==> config.mk <==
export PLATFORM = sky130hd
export DESIGN_NAME = ptpae_sqrt_cell
export DESIGN_NICKNAME = d
export VERILOG_FILES = /design/src/rtl/core/ptpae_sqrt_cell.sv
export SDC_FILE = /design/constraint.sdc
export NUM_CORES = 1
export LEC_CHECK = 0
export ABC_AREA = 1
export BUFFER_PORTS_ARGS = -buffer_cell sky130_fd_sc_hd__buf_4
export CAP_MARGIN = 40
export CORE_ASPECT_RATIO = 1.5
export CORE_UTILIZATION = 50
export CTS_BUF_LIST = sky130_fd_sc_hd__clkbuf_8
export DETAILED_ROUTE_END_ITERATION = 12
export PLACE_DENSITY = 0.91
export SETUP_SLACK_MARGIN = 0.4
export SLEW_MARGIN = 20
export SYNTH_ARGS = -nofsm -noshare
export SYNTH_HDL_FRONTEND = slang
export SYNTH_SLANG_ARGS = --single-unit
==> constraint.sdc <==
create_clock -name i_clk -period 4.9 [get_ports i_clk]
set_clock_uncertainty 0.1 [all_clocks]
set_input_delay 0.245 -clock i_clk [delete_from_list [all_inputs] [get_ports i_clk]]
set_output_delay 0.245 -clock i_clk [all_outputs]
set_load 0.05 [all_outputs]
==> src/rtl/core/ptpae_sqrt_cell.sv <==
// ----------------------------------------------------------------------------
// ptpae_sqrt_cell: one digit of a pipelined integer square root
// Takes two radicand bits, decides one root bit, hands on to the next cell.
// ----------------------------------------------------------------------------
module ptpae_sqrt_cell #(
    parameter int RB     = 16,
    parameter int SIDE_W = 48
) (
    input  logic              i_clk,
    input  logic              i_rst_n,
    input  logic              i_en,
    input  logic              i_valid,
    input  logic [2*RB-1:0]   i_rad,
    input  logic [RB+1:0]     i_rem,
    input  logic [RB-1:0]     i_root,
    input  logic [SIDE_W-1:0] i_side,
    output logic              o_valid,
    output logic [2*RB-1:0]   o_rad,
    output logic [RB+1:0]     o_rem,
    output logic [RB-1:0]     o_root,
    output logic [SIDE_W-1:0] o_side
);
    logic [RB+3:0] rem_sh, trial, diff;
    logic          take;
    logic          r_valid;
    logic [2*RB-1:0] r_rad, n_rad;
    logic [RB+1:0]   r_rem, n_rem;
    logic [RB-1:0]   r_root, n_root;
    logic [SIDE_W-1:0] r_side;

    always_comb begin
        rem_sh = {i_rem, i_rad[2*RB-1 -: 2]};
        trial  = {2'b00, i_root, 2'b01};
        take   = (rem_sh >= trial);
        diff   = rem_sh - trial;
        n_rem  = take ? diff[RB+1:0] : rem_sh[RB+1:0];
        n_root = {i_root[RB-2:0], take};
        n_rad  = {i_rad[2*RB-3:0], 2'b00};
    end

    always_ff @(posedge i_clk) begin
        if (!i_rst_n) begin
            r_valid <= 1'b0;
        end else if (i_en) begin
            r_valid <= i_valid;
        end
    end

    always_ff @(posedge i_clk) begin
        if (i_en) begin
            r_rad  <= n_rad;
            r_rem  <= n_rem;
            r_root <= n_root;
            r_side <= i_side;
        end
    end

    assign o_valid = r_valid;
    assign o_rad   = r_rad;
    assign o_rem   = r_rem;
    assign o_root  = r_root;
    assign o_side  = r_side;
endmodule

# Word-level counts from Yosys, hierarchy flattened

Index checks and enable logic that the tools add are counted.

Magnitude comparators: 1
Multiplexer cells: 1
Add/sub/neg operators: 1

Operators with widths:

| kind                                                           | number |
|---|---|
| 20-bit by 18-bit greater-or-equal comparator with 1-bit output | 1 |
| 18-bit 2-to-1 mux                                              | 1 |
| 18-bit subtractor                                              | 1 |

Flip-flop bits (word level): 113
Output and inout bits: 115

# Depth between registers and ports, before layout

Depth in word-level cells: 2
Depth in mapped cells: 14
Gate-level depth less buffers: 13

# Worst setup path before layout

OpenSTA, ideal clock, no wires.

Path kind: in2reg
Start point: input port i_root[1]
End point: register r_rem[3] (netlist: o_rem[3]) (data pin)
Data required time: 4.543 ns
Stages on the path: 11
Setup slack: 3.096 ns
Data arrival time: 1.447 ns
Setup time: 0.257 ns
Cell sequence: inv_1 > ha_1 > a21oi_1 > nand2_1 > nand3_1 > nand3_2 > nand2_1 > nand2_4 > inv_4 > buf_8 > o21ai_2

Longest elaborated chain between the ends: 2

Ends and longest elaborated chain:

| what                                                                                                | RTL line | text |
|---|---|---|
| start: declaration                                                                                  | 15       | `input logic [RB-1:0] i_root,` |
| 18-bit subtractor or 20-bit by 18-bit greater-or-equal comparator with 1-bit output (tied branches) | 35, 34   |  |
| 18-bit 2-to-1 mux (*)                                                                               | 36       | `n_rem = take ? diff[RB+1:0] : rem_sh[RB+1:0];` |
| net n_rem[3]                                                                                        | 27       | `logic [RB+1:0] r_rem, n_rem;` |
| end signal: assignment                                                                              | 52       | `r_rem <= n_rem;` |
| end: declaration                                                                                    | 27       |  |

Mark *: on every way through the listed nets, which the timed path passes. The rest lies on a longest branch.
A chain may end at the register's enable or synchronous reset.

# Worst setup path in the final report

Start point: input port i_root[8]
End point: register r_rem[5] (netlist: o_rem[5]) (data pin)

Longest elaborated chain between the ends: 2

Ends and longest elaborated chain:

| what                                                           | RTL line | text |
|---|---|---|
| 20-bit by 18-bit greater-or-equal comparator with 1-bit output | 34       | `take = (rem_sh >= trial);` |
| 18-bit 2-to-1 mux                                              | 36       |  |
| net n_rem[5]                                                   | 27       |  |

The timed path passes the listed nets, and every way through them passes these cells.

==> flow_summary.ini <==
[floorplanning]
core_mm2 = 0.00931
die_w_um = 82.0
rows = 43
die_height_um = 122
start_util = 0.516
ios = 233
die_area_mm2 = 0.0100

[power]
p_leak_nw = 3.71
powerDensity_mw_per_mm2 = 363
sw_frac_of_total = 0.339
p_comb_frac = 0.282
internal-power_w = 0.00194
power.switching_w = 0.000997
p_seq_frac = 0.410
pwr-share-clk = 0.308
ir_drop_mv = 0.263

[final_layout]
syn2layout_area_growth_pct = 68.7
fin_cells = 858
final_nets = 869
drive_gt1_frac = 0.380

[synthesis]
netlist_area_mm2 = 0.00480
synthDistinctLibCells = 30
synth_area_per_cell_um2 = 12.6
synth-seq-cells = 113
postSynthCellCount = 380
yosysWarnings = 0
seq_area_frac_synth = 0.704

[timing]
min_period_ns = 2.52
max_freq_mhz = 397
period_share = 0.514
setup_tns_ns = 0
rsz0062_at_grt = false
hold_ws_ns = 0.0241
slew_headroom = 0.597
final-hold-violation-count = 0
tightest_slew_ns = 0.605
setup_viol = 0
finalMaxSlewViolations = 0

[min_path]
hold_path.class = in2reg
holdPathStages = 3
worstHoldEndpoint = o_rem[14]
hp-start = i_rem[12]

[routing]
antenna_left = 0
route.detailed.drc = 0
wl_mm = 19.2
drtPass1Iterations = 6
avgViaCountPerCell = 5.48
drt_iter0_drc = 409
num_vias = 4703
wl_per_cell_um = 22.4

[clocking]
cts_made_buffers = 17
cts_tree = done
cts.path.max_buffers = 2
ctsResizeCount = 0
htreeDepth = 4
clockRootBuffer = clkbuf_8
cts_setup_buffers = 0
clk_pin_slew_ns = 0.08
cts.sinks = 113
clk-insertion-delay-late_ns = 0.42

[placement]
dp.cells = 719
hpwl_mm = 10.2
finalWeightedCongestion = 0.842
place.port_buffers = 230

[setup_path]
r2r_end = o_valid
crit_arrival_ns = 2.68
rr_startpoint = o_valid
r2r_cells = 3
reg2reg_slack_ns = 3.54
critPathRequiredTime_ns = 5.06
cp-start-kind = input port
worstPathMaxFanout = 25
worstSetupEndpointType = flop
crit_type = in2reg

[global_route]
use_met1 = 0.411
antenna_found_initial = 0
grt_pass1_wl_mm = 27.4
busiest_layer = met2
grt_usage = 0.398
met2_usage = 0.670
grt_pass1_vias = 4850
gr-total-overflow = 0
grt_max_degree = 72
grt_util_met3 = 0.116

[flow_run]
maxCapViolations = 0

[outcome]
status = completed
## sequential cells by signal (all words and copies together) (netlist names)
signal   cells
o_rad       30
o_root      16
o_rem       18
o_valid      1
o_side      48
## area by class of cell
cell class / count / area, µm²
antenna: 1 / 2.50
sequential: 113 / 3380
tap: 112 / 140
multi-input combinational: 214 / 1190
timing repair buffer: 338 / 2820
clock buffer: 17 / 234
clock inverter: 14 / 150
fill: 403 / 1200
inverter: 49 / 186
## worst max-delay path by stage
stage | from | to | slack [ns] | depth (start not counted)
after floorplan | i_root[1] | o_rem[3] | 3.10 | 11
after global placement | i_rem[8] | o_rem[8] | 2.70 | 12
after detailed placement | i_rem[1] | o_rem[1] | 2.66 | 10
after CTS | i_rem[1] | o_rem[1] | 2.55 | 11
after global routing | i_root[8] | o_rem[5] | 2.26 | 15
final | i_root[8] | o_rem[5] | 2.38 | 15
## cell usage after synthesis, drive strengths merged
cell type | count | area, µm²
nor3 | 2 | 15.0
o21bai | 1 | 7.51
dfxtp | 1 | 20.0
nor2 | 18 | 77.6
ha | 18 | 225
and2 | 1 | 6.26
nand2 | 108 | 425
nand3 | 19 | 100
xnor2 | 6 | 52.6
o21ai | 12 | 90.1
nand4 | 2 | 12.5
xor2 | 4 | 35.0
inv | 49 | 186
or2 | 1 | 8.76
edfxtp | 112 | 3360
buf | 5 | 52.5
nor3b | 1 | 12.5
conb | 1 | 3.75
a21oi | 13 | 65.1
nand3b | 6 | 45.0
## power groups by stage
stage | registers, W | clock network, W | logic [W]
global placement | 0.00121 | 0 | 0.000704
CTS | 0.00120 | 0.000870 | 0.000788
detailed placement | 0.00122 | 0 | 0.000714
global route | 0.00121 | 0.000941 | 0.000861
floorplan | 0.00152 | 0 | 0.000146
finish | 0.00121 | 0.000907 | 0.000828
## cell families (layout without fill, tap and decap cells)
group	after synthesis	in the layout	share of synthesized area
AND/OR/NAND/NOR	158	158	0.146
other	1	3	0.000781
XOR/XNOR	10	10	0.0182
adder cells (fa/ha/maj)	18	18	0.0469
flip-flops	113	113	0.704
AO/OA/AOI/OAI	26	26	0.0339
buffers and inverters	54	418	0.0497
## cell usage in the layout (no fill, tap or decap), drive strengths merged
cell / instances
xnor2: 6
or2: 1
o21ai: 12
nor3: 2
dfxtp: 1
a21oi: 13
and2: 1
clkbuf: 17
ha: 18
diode: 1
nor3b: 1
nand2: 108
clkinv: 8
xor2: 4
dlygate4sd3: 106
nand3: 19
nand3b: 6
buf: 232
o21bai: 1
clkinvlp: 1
edfxtp: 112
nand4: 2
nor2: 18
bufinv: 3
inv: 51
conb: 2
## stage by stage
stage | setup slack [ns] | area [µm²] | util | total power (W)
2_1_floorplan | 3.10 | 4810 | - | 0.00166
3_3_place_gp | 2.70 | 6630 | 0.712 | 0.00191
3_5_place_dp | 2.66 | 6630 | 0.712 | 0.00193
5_1_grt | 2.26 | 8100 | 0.871 | 0.00301
6_report | 2.38 | 8110 | 0.871 | 0.00294
4_1_cts | 2.55 | 8080 | 0.868 | 0.00285
## routing by layer
metal | part of all wire | vias to the layer above
li1 | - | 1997
met1 | 0.31 | 2161
met2 | 0.51 | 430
met3 | 0.10 | 115
met4 | 0.072 | 0
met5 | 0 | -
## worst max-delay path, cell delays in order
cell	delay (ns)
dlygate4sd3_1	0.59
buf_4	0.14
inv_1	0.05
ha_1	0.33
nand2_1	0.14
inv_1	0.08
nand2_1	0.07
nand2_1	0.06
inv_1	0.07
nand3_2	0.08
nand2_1	0.11
nand2_4	0.13
inv_4	0.31
nand2_1	0.14
o21ai_2	0.12
## what timing repair did
item,CTS,global route
hold buffers,106,0
endpoints found under the setup margin,0,0
endpoints found under the hold margin,105,0
Power figures use the tool's default switching activity.
