--- config.mk ---
export PLATFORM = sky130hd
export DESIGN_NAME = ptpae_cordic_cell
export DESIGN_NICKNAME = d
export VERILOG_FILES = /design/src/rtl/core/ptpae_pkg.sv /design/src/rtl/core/ptpae_cordic_cell.sv
export SDC_FILE = /design/constraint.sdc
export NUM_CORES = 1
export LEC_CHECK = 0
export BUFFER_PORTS_ARGS = -buffer_cell sky130_fd_sc_hd__buf_2
export CORE_UTILIZATION = 59
export CTS_CLUSTER_SIZE = 12
export DETAILED_ROUTE_END_ITERATION = 8
export MAX_ROUTING_LAYER = met4
export PLACE_DENSITY = 0.84
export SYNTH_ARGS = -nofsm -noshare
export SYNTH_HDL_FRONTEND = slang
export SYNTH_SLANG_ARGS = --single-unit
export TNS_END_PERCENT = 10
--- constraint.sdc ---
create_clock -name i_clk -period 6.1 [get_ports i_clk]
set_clock_uncertainty 0.2 [all_clocks]
set_input_delay 0.61 -clock i_clk [delete_from_list [all_inputs] [get_ports i_clk]]
set_output_delay 0.61 -clock i_clk [all_outputs]
set_load 0.03 [all_outputs]
--- src/rtl/core/ptpae_pkg.sv ---
// ----------------------------------------------------------------------------
// ptpae_pkg: shared types and constants of the pointing angle encoder
// Payload structs, datapath widths, register indexes, arctangent table functions, pre-rotation.
// ----------------------------------------------------------------------------
package ptpae_pkg;

    // datapath widths
    localparam int XW         = 64;  // CORDIC x/y word
    localparam int AW         = 44;  // angle accumulator, 2^-40 rad
    localparam int ANG_W      = 17;  // rounded angle, 1/8192 rad
    localparam int ROUND_SH   = 27;  // 2^-40 rad -> 2^-13 rad
    localparam int CMD_W      = 16;
    localparam int OFS_W      = 13;
    localparam int DIST_W     = 15;
    localparam int FIN_W      = 20;  // command arithmetic before wrap

    // configuration port
    localparam int CFG_IDX_W  = 3;
    localparam int CFG_DATA_W = 16;
    localparam logic [CFG_IDX_W-1:0] REG_TRAIN_MIN = 3'd0;
    localparam logic [CFG_IDX_W-1:0] REG_TRAIN_MAX = 3'd1;
    localparam logic [CFG_IDX_W-1:0] REG_ELEV_MIN  = 3'd2;
    localparam logic [CFG_IDX_W-1:0] REG_ELEV_MAX  = 3'd3;
    localparam logic [CFG_IDX_W-1:0] REG_TRAIN_OFS = 3'd4;
    localparam logic [CFG_IDX_W-1:0] REG_ELEV_OFS  = 3'd5;
    localparam logic [CFG_IDX_W-1:0] REG_MIN_DIST  = 3'd6;

    // servo command scaling: cmd = centre + trim + a * gain * 10000 / (31415 * 8192)
    localparam longint unsigned CMD_DEN   = 64'd257351680;
    localparam longint unsigned TRAIN_NUM = 64'd53330000;
    localparam longint unsigned ELEV_NUM  = 64'd80000000;
    localparam int              RECIP_SH  = 20;
    localparam logic signed [FIN_W-1:0] CENTRE = 20'sd7500;

    typedef logic signed [XW-1:0] t_word;
    typedef logic signed [AW-1:0] t_acc;
    typedef logic signed [ANG_W-1:0] t_angle;

    typedef struct packed {
        logic signed [15:0] target_x;
        logic signed [15:0] target_y;
        logic signed [15:0] target_z;
    } t_target;

    typedef struct packed {
        logic [CMD_W-1:0] azimuth_command;
        logic [CMD_W-1:0] tilt_command;
    } t_command;

    typedef struct packed {
        t_word x;
        t_word y;
        t_acc  z;
    } t_vec;

    // quotient of |a| * gain * 10000 by CMD_DEN
    typedef struct packed {
        logic [CMD_W-1:0] q;
        logic             nz;   // remainder non-zero
        logic             neg;  // product negative
    } t_quot;

    // shift-subtract quotient; elaboration only
    function automatic longint unsigned udiv(input longint unsigned num,
                                             input longint unsigned den);
        longint unsigned q, r;
        int              b;
        q = 0;
        r = 0;
        for (b = 63; b >= 0; b--) begin
            r = {r[62:0], num[b]};
            if (r >= den) begin
                r    = r - den;
                q[b] = 1'b1;
            end
        end
        return q;
    endfunction

    // atan(1/n) in 2^-40 rad, Taylor terms each truncated; elaboration only
    function automatic longint atan_recip(input longint unsigned n);
        longint unsigned one, p, nn, k;
        longint          sum, term;
        bit              done;
        int              it;
        one  = 64'd1 << 40;
        p    = n;
        nn   = n * n;
        k    = 0;
        sum  = 0;
        done = 1'b0;
        for (it = 0; it < 64; it++) begin
            if (!done) begin
                if (p > one) begin
                    done = 1'b1;
                end else begin
                    term = longint'(udiv(one, p * (2 * k + 1)));
                    sum  = k[0] ? sum - term : sum + term;
                    if (p > udiv(one, nn)) begin
                        done = 1'b1;
                    end else begin
                        p = p * nn;
                        k = k + 1;
                    end
                end
            end
        end
        return sum;
    endfunction

    // atan(2^-i); pi/4 built as atan(1/2) + atan(1/3)
    function automatic longint atan_entry(input int i);
        longint r;
        if (i == 0) begin
            r = atan_recip(64'd2) + atan_recip(64'd3);
        end else begin
            r = atan_recip(64'd1 << i);
        end
        return r;
    endfunction

    localparam t_acc HALF_PI = t_acc'(2 * atan_entry(0));

    // quarter-turn pre-rotation for points behind the y axis
    function automatic t_vec pre_rotate(input t_word x, input t_word y);
        t_vec v;
        v.x = x;
        v.y = y;
        v.z = '0;
        if (x[XW-1]) begin
            if (!y[XW-1]) begin
                v.x = y;
                v.y = -x;
                v.z = HALF_PI;
            end else begin
                v.x = -y;
                v.y = x;
                v.z = -HALF_PI;
            end
        end
        return v;
    endfunction

endpackage

--- src/rtl/core/ptpae_cordic_cell.sv ---
// ----------------------------------------------------------------------------
// ptpae_cordic_cell: one vectoring micro-rotation
// Drives y towards zero by +/- atan(2^-STAGE), floor shifts.
// ----------------------------------------------------------------------------
module ptpae_cordic_cell #(
    parameter int STAGE = 0
) (
    input  logic             i_clk,
    input  logic             i_en,
    input  ptpae_pkg::t_vec  i_vec,
    output ptpae_pkg::t_vec  o_vec
);
    import ptpae_pkg::*;

    localparam t_acc ATAN = t_acc'(atan_entry(STAGE));

    t_word dx, dy;
    t_vec  r_vec, n_vec;

    always_comb begin
        dx = i_vec.y >>> STAGE;
        dy = i_vec.x >>> STAGE;
        if (!i_vec.y[XW-1]) begin
            n_vec.x = i_vec.x + dx;
            n_vec.y = i_vec.y - dy;
            n_vec.z = i_vec.z + ATAN;
        end else begin
            n_vec.x = i_vec.x - dx;
            n_vec.y = i_vec.y + dy;
            n_vec.z = i_vec.z - ATAN;
        end
    end

    always_ff @(posedge i_clk) begin
        if (i_en) begin
            r_vec <= n_vec;
        end
    end

    assign o_vec = r_vec;
endmodule

# == After elaboration in Yosys (flattened, before gate mapping) ==
# Cells that the tools add are included.
# totals
in_bits,174
output_inout_bits,172
register_bits,172
word_cells,9
# op_classes
muxes,1
addsub,5
# ops
op,n
2-to-1 mux 172 bit,1
subtractor 64 bit,2
adder 64 bit,1
"adder 44 x 41 -> 44 bit, second input constant",1
"subtractor 44 x 41 -> 44 bit, second input constant",1

# == Longest topological paths before layout ==
# depth
depth_word,2
mapped_depth,16
mapped_depth_nobuf,14

# == Worst setup path before layout ==
# No wires, ideal clock.
# synth_timing
kind,input port to flip-flop
start,input i_vec[107] (netlist name)
end,"register r_vec, in the netlist o_vec[39] (data pin)"
cell_stages,15
t_required_ns,5.635
setup_time_ns,0.265
arrival_time_ns,4.172
setup_slack_ns,1.463
cell_sequence,clkinv_1 clkbuf_1 buf_1 fa_1 nor2b_1 o31a_1 o31a_1 o22a_1 a221oi_2 o21ai_0 a211oi_2 o21ai_1 a31oi_1 o21ai_0 xor2_1
# synth_rtl
element,line_no,source
"start, declared",ptpae_cordic_cell.sv:10,"input ptpae_pkg::t_vec i_vec,"
"end signal, assigned",ptpae_cordic_cell.sv:36,r_vec <= n_vec;
"end, declared",ptpae_cordic_cell.sv:18,"t_vec r_vec, n_vec;"

==> flow_metrics.env <==
export IMPL_status="completed"
export IMPL_fin_ws_ns=1.32
export IMPL_drive_gt1_frac=0.160
export IMPL_cts_max_path_buffers=2
export IMPL_htreeDepth=4
export IMPL_slew_viol_final=0
export IMPL_power_density_mw_per_mm2=236
export IMPL_ys_seq_area_frac=0.264
export IMPL_setup_violations=0
export IMPL_tns_ns=0
export IMPL_gr_total_overflow=0
export IMPL_cts_repair_resized=0
export IMPL_syn_avg_cell_area_um2=8.22
export IMPL_netlist_area_mm2=0.0195
export IMPL_ant_nets=0
export IMPL_drv_cap=0
export IMPL_yosys_cell_types_count=86
export IMPL_area_delta_synth_final_pct=13.0
export IMPL_synthArstFlopShare=0
export IMPL_worstMarginPinSlew_ns=1.08
export IMPL_vias=20400
export IMPL_grt_start_max_net_pins=99
export IMPL_crit_type="primary input to register"
export IMPL_worstSetupEndpointType="register"
export IMPL_dr_first_iter_drc_count=2510
export IMPL_die_height_um=184
export IMPL_p_leak_uw=0.00964
export IMPL_largest_register_ffs=171
export IMPL_ys_ff_latch=171
export IMPL_via_per_inst=6.58
export IMPL_cts_setup_buffers=0
export IMPL_mostFrequentLayoutCells="343 x buf_2, 342 x a21oi_1, 247 x ha_1"
export IMPL_die_w_um=184
export IMPL_hold_class="primary input to register"
export IMPL_post_route_period_util=0.783
export IMPL_hold_worst_slack_ns=0.119
export IMPL_grt_usage=0.423
export IMPL_finalHoldViolCount=0
export IMPL_dieArea_mm2=0.0337
export IMPL_dp_hpwl_um=55800
export IMPL_grt_pass1_wl_um=107000
export IMPL_route_detailed_wl_per_inst_um=22.9
export IMPL_min_period_ns=4.78
export IMPL_top_usage_layer="met2"
export IMPL_synth_edf_count=171
export IMPL_syn_instance_count=2370
export IMPL_ys_flop_type="edfxtp_1"
export IMPL_cts_tree="built"
export IMPL_vdd_drop_max_uv=212
export IMPL_use_met3=0.0858
export IMPL_grtUsageMet1=0.528
export IMPL_cts_sinks=171
export IMPL_ios=346
export IMPL_drc_errors=0
export IMPL_initial_core_util=0.598
export IMPL_crit_fanout=15
export IMPL_crit_arrival_ns=4.87
export IMPL_final_util=0.676
export IMPL_worstPathRequired_ns=6.19
export IMPL_max_freq_ghz=0.209
export IMPL_post_place_ws_ns=0.788
export IMPL_grtUsageMet2=0.658
export IMPL_synth_warnings=0
export IMPL_power_uw=5200
export IMPL_final_common_cell="buf_2"
export IMPL_rsz0062_at_grt="false"
export IMPL_num_nets_final=3066
export IMPL_fill_cells=2767
export IMPL_grt_pass1_vias=19200
export IMPL_gp_congestion=1.08
export IMPL_antenna_found_initial=3
export IMPL_root_buffer="clkbuf_16"
export IMPL_holdBufCountCts=0
export IMPL_core_area_mm2=0.0325
export IMPL_wirelength_um=70900
export IMPL_first_pass_iters=6
export IMPL_cts_made_buffers=17
export IMPL_relSlewSlack=0.279
export IMPL_synth_fp_nets=2795
export IMPL_clk_pin_slew_ns=0.07
export IMPL_port_buffer_count=345
export IMPL_num_rows=66
export IMPL_startpoint_type="primary input"
[power by group]
part           total (uW)  internal, uW  switching, uW  leakage (uW)
Combinational        2400           748           1650       0.00768
Sequential           1640          1570           69.4       0.00167
Clock                1170           643            524      0.000280
[worst max-delay path: stages]
cell and delay [ns]:
buf_2 0.11, inv_1 0.04, ha_1 0.61, nand4_1 0.26, nor3_2 0.27, a2111oi_2 0.17, nor4_2 0.42, o21ai_1 0.16
a2111oi_1 0.87, nor3_1 0.11, buf_4 0.22, o21ai_1 0.37, a211oi_1 0.17, and3_1 0.21, nor4_1 0.24
[final cells by class]
class | count | area [um^2] | area share
well taps | 442 | 553 | 0.0251
multi-input cells | 1882 | 13100 | 0.595
repair buffers | 353 | 1810 | 0.0821
diodes | 4 | 10.0 | 0.000455
clock buffers | 17 | 425 | 0.0193
clock inverters | 14 | 169 | 0.00767
flip-flops and latches | 171 | 5130 | 0.233
inverters | 216 | 813 | 0.0370
[worst paths after layout]
check	end	from	slack, ns	depth (start not counted)
hold / removal	o_vec[0]	i_vec[0]	0.12	1
setup / recovery	o_vec[105]	i_vec[50]	1.32	15
[cells in the mapped netlist (all sizes together) (6+ instances only)]
library cell / count / area [um^2]
and2: 9 / 56.3
o21a: 26 / 195
clkbuf: 66 / 248
a211o: 6 / 52.6
o21bai: 68 / 510
mux2i: 38 / 380
o211ai: 19 / 148
a21boi: 9 / 71.3
nand2: 141 / 529
and3: 9 / 56.3
o311ai: 6 / 60.1
nor2b: 28 / 175
nor3: 53 / 280
a2111oi: 8 / 82.6
a21o: 51 / 383
xor2: 24 / 210
or3: 11 / 68.8
edfxtp: 171 / 5130
inv: 207 / 777
ha: 247 / 3090
nand3: 28 / 140
a21oi: 343 / 1720
o21ai: 190 / 977
a31oi: 20 / 125
nor3b: 8 / 60.1
nor4: 26 / 175
nor2: 162 / 608
o31ai: 33 / 258
xnor2: 137 / 1200
clkinv: 9 / 33.8
buf: 35 / 183
a211oi: 23 / 178
nand4: 45 / 282
o31a: 9 / 78.8
nand2b: 22 / 138
[cell families (layout without fill, tap and decap cells)]
logic type      after synthesis  in the layout  synth area share
xor+xnor                    161            161            0.0724
buf+inv                     317            600            0.0637
simple gates                561            561             0.140
mux                          39             39            0.0201
other cells                   0              4                 0
fa+ha+maj                   251            251             0.163
flops                       171            171             0.264
compound gates              870            870             0.277
[metal layers]
layer | up-vias | part of all wire
li1 | 9145 | -
met1 | 9576 | 0.40
met2 | 1391 | 0.45
met3 | 276 | 0.10
met4 | 0 | 0.049
met5 | - | 0
[through the flow]
stage | cells | area [um^2]
4_1_cts | 3095 | 22000
3_3_place_gp | 3064 | 21400
6_report | 3099 | 22000
2_1_floorplan | 2370 | 19500
3_5_place_dp | 3064 | 21400
5_1_grt | 3098 | 22000
(Power assumes the default switching activity.)
