[config.mk]
export PLATFORM = sky130hd
export DESIGN_NAME = ptpae_cmd_unit
export DESIGN_NICKNAME = d
export VERILOG_FILES = /design/src/rtl/core/ptpae_pkg.sv /design/src/rtl/core/ptpae_cmd_unit.sv
export SDC_FILE = /design/constraint.sdc
export NUM_CORES = 1
export LEC_CHECK = 0
export BUFFER_PORTS_ARGS = -buffer_cell sky130_fd_sc_hd__buf_2
export CORE_ASPECT_RATIO = 0.5
export CORE_UTILIZATION = 54
export CTS_CLUSTER_DIAMETER = 50
export DETAILED_ROUTE_END_ITERATION = 10
export GPL_TIMING_DRIVEN = 0
export PLACE_DENSITY = 0.7
export REMOVE_ABC_BUFFERS = 1
export SETUP_SLACK_MARGIN = 0.3
export SLEW_MARGIN = 20
export SYNTH_ARGS = -nofsm -noshare
export SYNTH_HDL_FRONTEND = slang
export SYNTH_SLANG_ARGS = --single-unit
export TNS_END_PERCENT = 100
[constraint.sdc]
create_clock -name i_clk -period 11.55 [get_ports i_clk]
set_clock_uncertainty 0.2 [all_clocks]
set_input_delay 2.31 -clock i_clk [delete_from_list [all_inputs] [get_ports i_clk]]
set_output_delay 2.31 -clock i_clk [all_outputs]
set_load 0.01 [all_outputs]
[src/rtl/core/ptpae_pkg.sv]
// ----------------------------------------------------------------------------
// ptpae_pkg: shared types and constants of the pointing angle encoder
// Payload structs, datapath widths, register indexes, arctangent table functions, pre-rotation.
// ----------------------------------------------------------------------------
package ptpae_pkg;

    // datapath widths
    localparam int XW         = 64;  // CORDIC x/y word
    localparam int AW         = 44;  // angle accumulator, 2^-40 rad
    localparam int ANG_W      = 17;  // rounded angle, 1/8192 rad
    localparam int ROUND_SH   = 27;  // 2^-40 rad -> 2^-13 rad
    localparam int CMD_W      = 16;
    localparam int OFS_W      = 13;
    localparam int DIST_W     = 15;
    localparam int FIN_W      = 20;  // command arithmetic before wrap

    // configuration port
    localparam int CFG_IDX_W  = 3;
    localparam int CFG_DATA_W = 16;
    localparam logic [CFG_IDX_W-1:0] REG_TRAIN_MIN = 3'd0;
    localparam logic [CFG_IDX_W-1:0] REG_TRAIN_MAX = 3'd1;
    localparam logic [CFG_IDX_W-1:0] REG_ELEV_MIN  = 3'd2;
    localparam logic [CFG_IDX_W-1:0] REG_ELEV_MAX  = 3'd3;
    localparam logic [CFG_IDX_W-1:0] REG_TRAIN_OFS = 3'd4;
    localparam logic [CFG_IDX_W-1:0] REG_ELEV_OFS  = 3'd5;
    localparam logic [CFG_IDX_W-1:0] REG_MIN_DIST  = 3'd6;

    // servo command scaling: cmd = centre + trim + a * gain * 10000 / (31415 * 8192)
    localparam longint unsigned CMD_DEN   = 64'd257351680;
    localparam longint unsigned TRAIN_NUM = 64'd53330000;
    localparam longint unsigned ELEV_NUM  = 64'd80000000;
    localparam int              RECIP_SH  = 20;
    localparam logic signed [FIN_W-1:0] CENTRE = 20'sd7500;

    typedef logic signed [XW-1:0] t_word;
    typedef logic signed [AW-1:0] t_acc;
    typedef logic signed [ANG_W-1:0] t_angle;

    typedef struct packed {
        logic signed [15:0] target_x;
        logic signed [15:0] target_y;
        logic signed [15:0] target_z;
    } t_target;

    typedef struct packed {
        logic [CMD_W-1:0] azimuth_command;
        logic [CMD_W-1:0] tilt_command;
    } t_command;

    typedef struct packed {
        t_word x;
        t_word y;
        t_acc  z;
    } t_vec;

    // quotient of |a| * gain * 10000 by CMD_DEN
    typedef struct packed {
        logic [CMD_W-1:0] q;
        logic             nz;   // remainder non-zero
        logic             neg;  // product negative
    } t_quot;

    // shift-subtract quotient; elaboration only
    function automatic longint unsigned udiv(input longint unsigned num,
                                             input longint unsigned den);
        longint unsigned q, r;
        int              b;
        q = 0;
        r = 0;
        for (b = 63; b >= 0; b--) begin
            r = {r[62:0], num[b]};
            if (r >= den) begin
                r    = r - den;
                q[b] = 1'b1;
            end
        end
        return q;
    endfunction

    // atan(1/n) in 2^-40 rad, Taylor terms each truncated; elaboration only
    function automatic longint atan_recip(input longint unsigned n);
        longint unsigned one, p, nn, k;
        longint          sum, term;
        bit              done;
        int              it;
        one  = 64'd1 << 40;
        p    = n;
        nn   = n * n;
        k    = 0;
        sum  = 0;
        done = 1'b0;
        for (it = 0; it < 64; it++) begin
            if (!done) begin
                if (p > one) begin
                    done = 1'b1;
                end else begin
                    term = longint'(udiv(one, p * (2 * k + 1)));
                    sum  = k[0] ? sum - term : sum + term;
                    if (p > udiv(one, nn)) begin
                        done = 1'b1;
                    end else begin
                        p = p * nn;
                        k = k + 1;
                    end
                end
            end
        end
        return sum;
    endfunction

    // atan(2^-i); pi/4 built as atan(1/2) + atan(1/3)
    function automatic longint atan_entry(input int i);
        longint r;
        if (i == 0) begin
            r = atan_recip(64'd2) + atan_recip(64'd3);
        end else begin
            r = atan_recip(64'd1 << i);
        end
        return r;
    endfunction

    localparam t_acc HALF_PI = t_acc'(2 * atan_entry(0));

    // quarter-turn pre-rotation for points behind the y axis
    function automatic t_vec pre_rotate(input t_word x, input t_word y);
        t_vec v;
        v.x = x;
        v.y = y;
        v.z = '0;
        if (x[XW-1]) begin
            if (!y[XW-1]) begin
                v.x = y;
                v.y = -x;
                v.z = HALF_PI;
            end else begin
                v.x = -y;
                v.y = x;
                v.z = -HALF_PI;
            end
        end
        return v;
    endfunction

endpackage

[src/rtl/core/ptpae_cmd_unit.sv]
// ----------------------------------------------------------------------------
// ptpae_cmd_unit: angle-to-servo scaling quotient
// floor(|a| * GAIN_NUM / CMD_DEN) by reciprocal multiply, one correction step.
// Three register stages.
// ----------------------------------------------------------------------------
module ptpae_cmd_unit #(
    parameter longint unsigned GAIN_NUM = 64'd80000000,
    parameter bit              GAIN_NEG = 1'b0
) (
    input  logic              i_clk,
    input  logic              i_en,
    input  ptpae_pkg::t_angle i_angle,
    output ptpae_pkg::t_quot  o_quot
);
    import ptpae_pkg::*;

    localparam longint unsigned RECIP = (GAIN_NUM << RECIP_SH) / CMD_DEN;
    localparam int PM_W = ANG_W + 20;
    localparam int PN_W = ANG_W + 28;

    logic [ANG_W-1:0] mag;
    logic [ANG_W-1:0] q_est;
    logic [PN_W-1:0]  rem_raw, rem_adj;
    logic             ge;

    logic [PM_W-1:0]  r_pm;
    logic [PN_W-1:0]  r_pn, r_pn2, r_pqd;
    logic [ANG_W-1:0] r_qe;
    logic             r_neg, r_neg2;
    t_quot            r_quot, n_quot;

    always_comb begin
        mag     = i_angle[ANG_W-1] ? ANG_W'(-i_angle) : ANG_W'(i_angle);
        q_est   = ANG_W'(r_pm >> RECIP_SH);
        rem_raw = r_pn2 - r_pqd;
        ge      = (rem_raw >= PN_W'(CMD_DEN));
        rem_adj = rem_raw - PN_W'(CMD_DEN);
        n_quot.q   = CMD_W'(r_qe + ANG_W'(ge));
        n_quot.nz  = ge ? (rem_adj != '0) : (rem_raw != '0);
        n_quot.neg = r_neg2;
    end

    always_ff @(posedge i_clk) begin
        if (i_en) begin
            // stage 1: both products
            r_pm   <= PM_W'(mag) * PM_W'(RECIP);
            r_pn   <= PN_W'(mag) * PN_W'(GAIN_NUM);
            r_neg  <= i_angle[ANG_W-1] ^ GAIN_NEG;
            // stage 2: back-multiply the estimate
            r_qe   <= q_est;
            r_pqd  <= PN_W'(q_est) * PN_W'(CMD_DEN);
            r_pn2  <= r_pn;
            r_neg2 <= r_neg;
            // stage 3: correct by at most one
            r_quot <= n_quot;
        end
    end

    assign o_quot = r_quot;
endmodule

# Word level (Yosys, flattened, before mapping)
# Index checks and enable logic that the tools add are counted.
# classes
addsub	4
mul	3
magnitude_cmp	1
mux	2
reduce_logical	2
# op_table
op	count
$reduce_bool 45->1	2
$ge 45x28->1 const B	1
$sub 44x45->45	1
$sub 45x28->45 const B	1
$mul 17x18->35 const B	1
$mul 17x17->34 const B	1
$mul 16x15->31 const B	1
$mux 17	1
$neg 17->17	1
$add 16x1->16	1
$mux 1	1
# word_totals
ff_bits	171

# Depth between registers and ports, before layout
# logic_depth
depth_word	4
mapped_depth	32
ltp_nobuf	32

# Least setup slack after synthesis
# Ideal clock, no wire load.
# synth_path
path_type	input port to flip-flop
from	input port i_angle[0]
to	register r_pm[35] (data pin)
setup_time_ns	0.258
arrival_ns	9.852
required_time_ns	11.092
path_slack_ns	1.240
cell_stages	28
path_buffers	0
path_cell_list	inv_1 ha_1 nand2_1 or3_1 or3_1 or3_1 or4b_2 inv_1 ha_1 xor2_1 ha_1 a21o_1 fa_1 fa_1 inv_1 fa_1 fa_1 inv_1 ha_1 a21o_1 a21o_1 o31ai_1 o21ai_0 a211o_1 a31o_2 a211o_1 a21oi_1 xnor2_1
# synth_via
elab_chain_len	3
# synth_lines
element	line_no	text
start, declared	ptpae_cmd_unit.sv:12	input ptpae_pkg::t_angle i_angle,
$neg 17->17	ptpae_cmd_unit.sv:33	mag = i_angle[ANG_W-1] ? ANG_W'(-i_angle) : ANG_W'(i_angle);
$mux 17 (*)	ptpae_cmd_unit.sv:33	
$mul 17x18->35 (*)	ptpae_cmd_unit.sv:46	r_pm <= PM_W'(mag) * PM_W'(RECIP);
end signal, assigned	ptpae_cmd_unit.sv:46	
end, declared	ptpae_cmd_unit.sv:26	logic [PM_W-1:0] r_pm;
# Mark *: on every way between the ends. The rest lies on a longest branch, timed or not.
# A chain may end at the register's enable or synchronous reset.

# Final worst setup path
# Ends and elaborated chain as after synthesis.

==> results.json <==
{
  "yosysTopAreaCellShare_pct": 25.0,
  "grt_max_degree": 108,
  "slew_violations": 0,
  "yosys.area_share.simple_pct": 7.70,
  "dp_hpwl_um": 41200,
  "synth_warnings": 0,
  "ys_async_sr_fraction_pct": 0,
  "synth_cell_types": 78,
  "max_cap_viol_count": 0,
  "seq_area_frac_synth_pct": 20.1,
  "synth-main-ff-cell": "edfxtp_1",
  "min_period_ns": 10.81,
  "num_rows": 52,
  "hp-start": "r_pn[37]",
  "fillCellCount": 3322,
  "instances_no_fill": 2783,
  "crit_arrival_ns": 10.80,
  "placed_area_um2": 23400,
  "cp_top_family": "adder cells",
  "mappedNetlistArea_um2": 22400,
  "hold_path.class": "register to register",
  "crit_path_max_incr_delay_ns": 0.75,
  "cts.sinks": 150,
  "path_buf_inv": 5,
  "layout.nets": 2965,
  "finalSetupTns_ns": 0,
  "status": "completed",
  "hold_viol": 0,
  "vias_per_cell": 5.48,
  "syn_inst": 2180,
  "post-route-cell-area_um2": 24100,
  "drc_errors": 0,
  "r2r_cells": 17,
  "pin_count": 37,
  "drt_iter0_drc": 976,
  "hold_depth": 0,
  "diodes": 0,
  "cts_root_buf": "clkbuf_16",
  "endpoint_kind": "register",
  "synth-compound-area-share_pct": 9.80,
  "synth-seq-cells": 150,
  "start_kind": "primary input",
  "htreeDepth": 4,
  "grt_usage_pct": 24.1,
  "r2r-end": "r_pqd[43]",
  "drt_pass1_iterations": 5,
  "antenna_found_initial": 2,
  "dieWidth_um": 290,
  "slew_headroom_pct": 26.9,
  "cp_max_fo": 13,
  "synth_top_family_by_area": "adder cells",
  "dp_cells": 2751,
  "die_area_um2": 42400,
  "totalWireLength_um": 48700,
  "gp_congestion": 0.892,
  "synth_common_cells": "inv_1 (519), ha_1 (449), fa_1 (267)",
  "crit_slowest_cell": "or4b_2",
  "finalCritPeriodShare_pct": 93.6,
  "wire_per_inst_um": 17.5,
  "rsz0062_at_grt": "false",
  "synthAdderAreaFrac_pct": 48.9,
  "cts_tree": "yes",
  "die_height_um": 146,
  "avgSynthCellArea_um2": 10.3,
  "worst_slew_pin_slew_ns": 1.08,
  "synth_area_leaders": "ha_1 (25%), fa_1 (24%), edfxtp_1 (20%)",
  "grt_pass1_wl_um": 80600,
  "r2r-start": "r_pm[31]",
  "yosys.area.top_type": "ha_1",
  "core_um2": 40700,
  "cp_data_required_time_ns": 11.53,
  "cp-startpoint": "i_angle[0]",
  "regToRegSetupSlack_ns": 4.63,
  "min_to": "r_pn2[37]",
  "final_antenna_net_count": 0,
  "grt_pass1_vias": 15400,
  "drive_gt1_share_pct": 5.31,
  "start_util_pct": 55.2,
  "synth_xor_area_share_pct": 4.37,
  "cts_buffer_depth": 2,
  "clk_pin_slew_ns": 0.07,
  "synthToLayoutAreaGrowth_pct": 7.36,
  "synth_mux_area_share_pct": 0.223,
  "synth_most_common_cell": "inv_1",
  "finalSetupViolations": 0,
  "cts_made_buffers": 17,
  "overflow": 0,
  "clk_latency_ns": 0.43,
  "io_buffers": 36,
  "fmax_mhz": 92.5,
  "vias": 15200,
  "critPathKind": "primary input to register",
  "post_cts_buffers": 0,
  "synth_edf_count": 150
}
-- what timing repair did --
item,4_1_cts,5_1_grt
cloned,0,0
resized for setup,1,5
endpoints found under the setup margin,3,4
hold buffers,0,0
-- stage by stage --
step / util (%) / hold WS [ns] / setup slack [ns]
after floorplan: - / 0.200 / 1.24
after global placement: 57.2 / 0.200 / -0.270
after detailed placement: 57.6 / 0.205 / -0.240
after CTS: 59.2 / 0.221 / 0.398
after global routing: 59.3 / 0.221 / 0.344
final: 59.3 / 0.217 / 0.735
-- routing by layer --
layer	track usage [%]	vias to the layer above	routed length [µm]
met1	34.1	7433	23000
met2	38.0	325	21800
met3	4.92	61	2970
li1	-	7428	-
met4	5.93	2	1000
met5	0	-	13
-- logic make-up after synthesis --
| group | count (synthesis) |
|---|---|
| fa+ha+maj | 717 |
| flops | 150 |
| mux | 5 |
| other cells | 1 |
| simple gates | 332 |
| xor+xnor | 112 |
| compound gates | 331 |
| buf+inv | 532 |
-- registers in the layout, indices dropped and copies added (netlist names) --
name,flops
o_quot,18
r_qe,16
r_neg2,1
r_pm,16
r_pn2,34
r_pqd,30
r_neg,1
r_pn,34
-- cells in the final DEF (no fill, tap or decap), types with 14 or more instances in the layout --
cell type | synthesis | routed
or3_1 | 21 | 21
a211oi_1 | 14 | 14
clkbuf_16 | 0 | 17
a21o_1 | 34 | 34
fa_1 | 267 | 267
buf_2 | 0 | 35
nor2b_1 | 14 | 14
o21ai_0 | 60 | 58
nor3_1 | 24 | 24
o21bai_1 | 17 | 17
xnor2_1 | 79 | 71
and2_1 | 18 | 18
nand2_1 | 69 | 69
ha_1 | 449 | 449
xor2_1 | 33 | 28
inv_1 | 519 | 518
edfxtp_1 | 150 | 150
nand3_1 | 33 | 33
a21oi_1 | 96 | 96
and3_1 | 15 | 15
nor2_1 | 72 | 72
-- worst max path at each step --
stage | to | slack (ns) | depth (start not counted)
global placement | r_pm[35] | -0.27 | 29
floorplan | r_pm[35] | 1.24 | 28
detailed placement | r_pm[35] | -0.24 | 29
finish | r_pm[35] | 0.74 | 31
global route | r_pm[35] | 0.34 | 32
CTS | r_pm[35] | 0.40 | 29
-- cell type report --
cell class / instances / area [µm²] / share of cell area, %
multi-input cells: 1499 / 16100 / 66.6
repair buffers: 43 / 285 / 1.18
clock buffers: 17 / 425 / 1.77
well taps: 540 / 676 / 2.80
inverters: 519 / 1950 / 8.10
clock inverters: 15 / 199 / 0.826
flip-flops and latches: 150 / 4500 / 18.7
-- worst reg2reg max path, delay by kind of cell, from the launching register on --
family	cells	cell delay [ns]
AO/OA/AOI/OAI	6	1.82
flip-flops	1	0.62
buffers and inverters	2	0.11
XOR/XNOR	1	0.12
AND/OR/NAND/NOR	1	0.36
adder cells (fa/ha/maj)	7	3.45
Power is left out: the tool's default activity adds up to more than one toggle a clock period on the data nets, which glitch-free logic cannot reach.
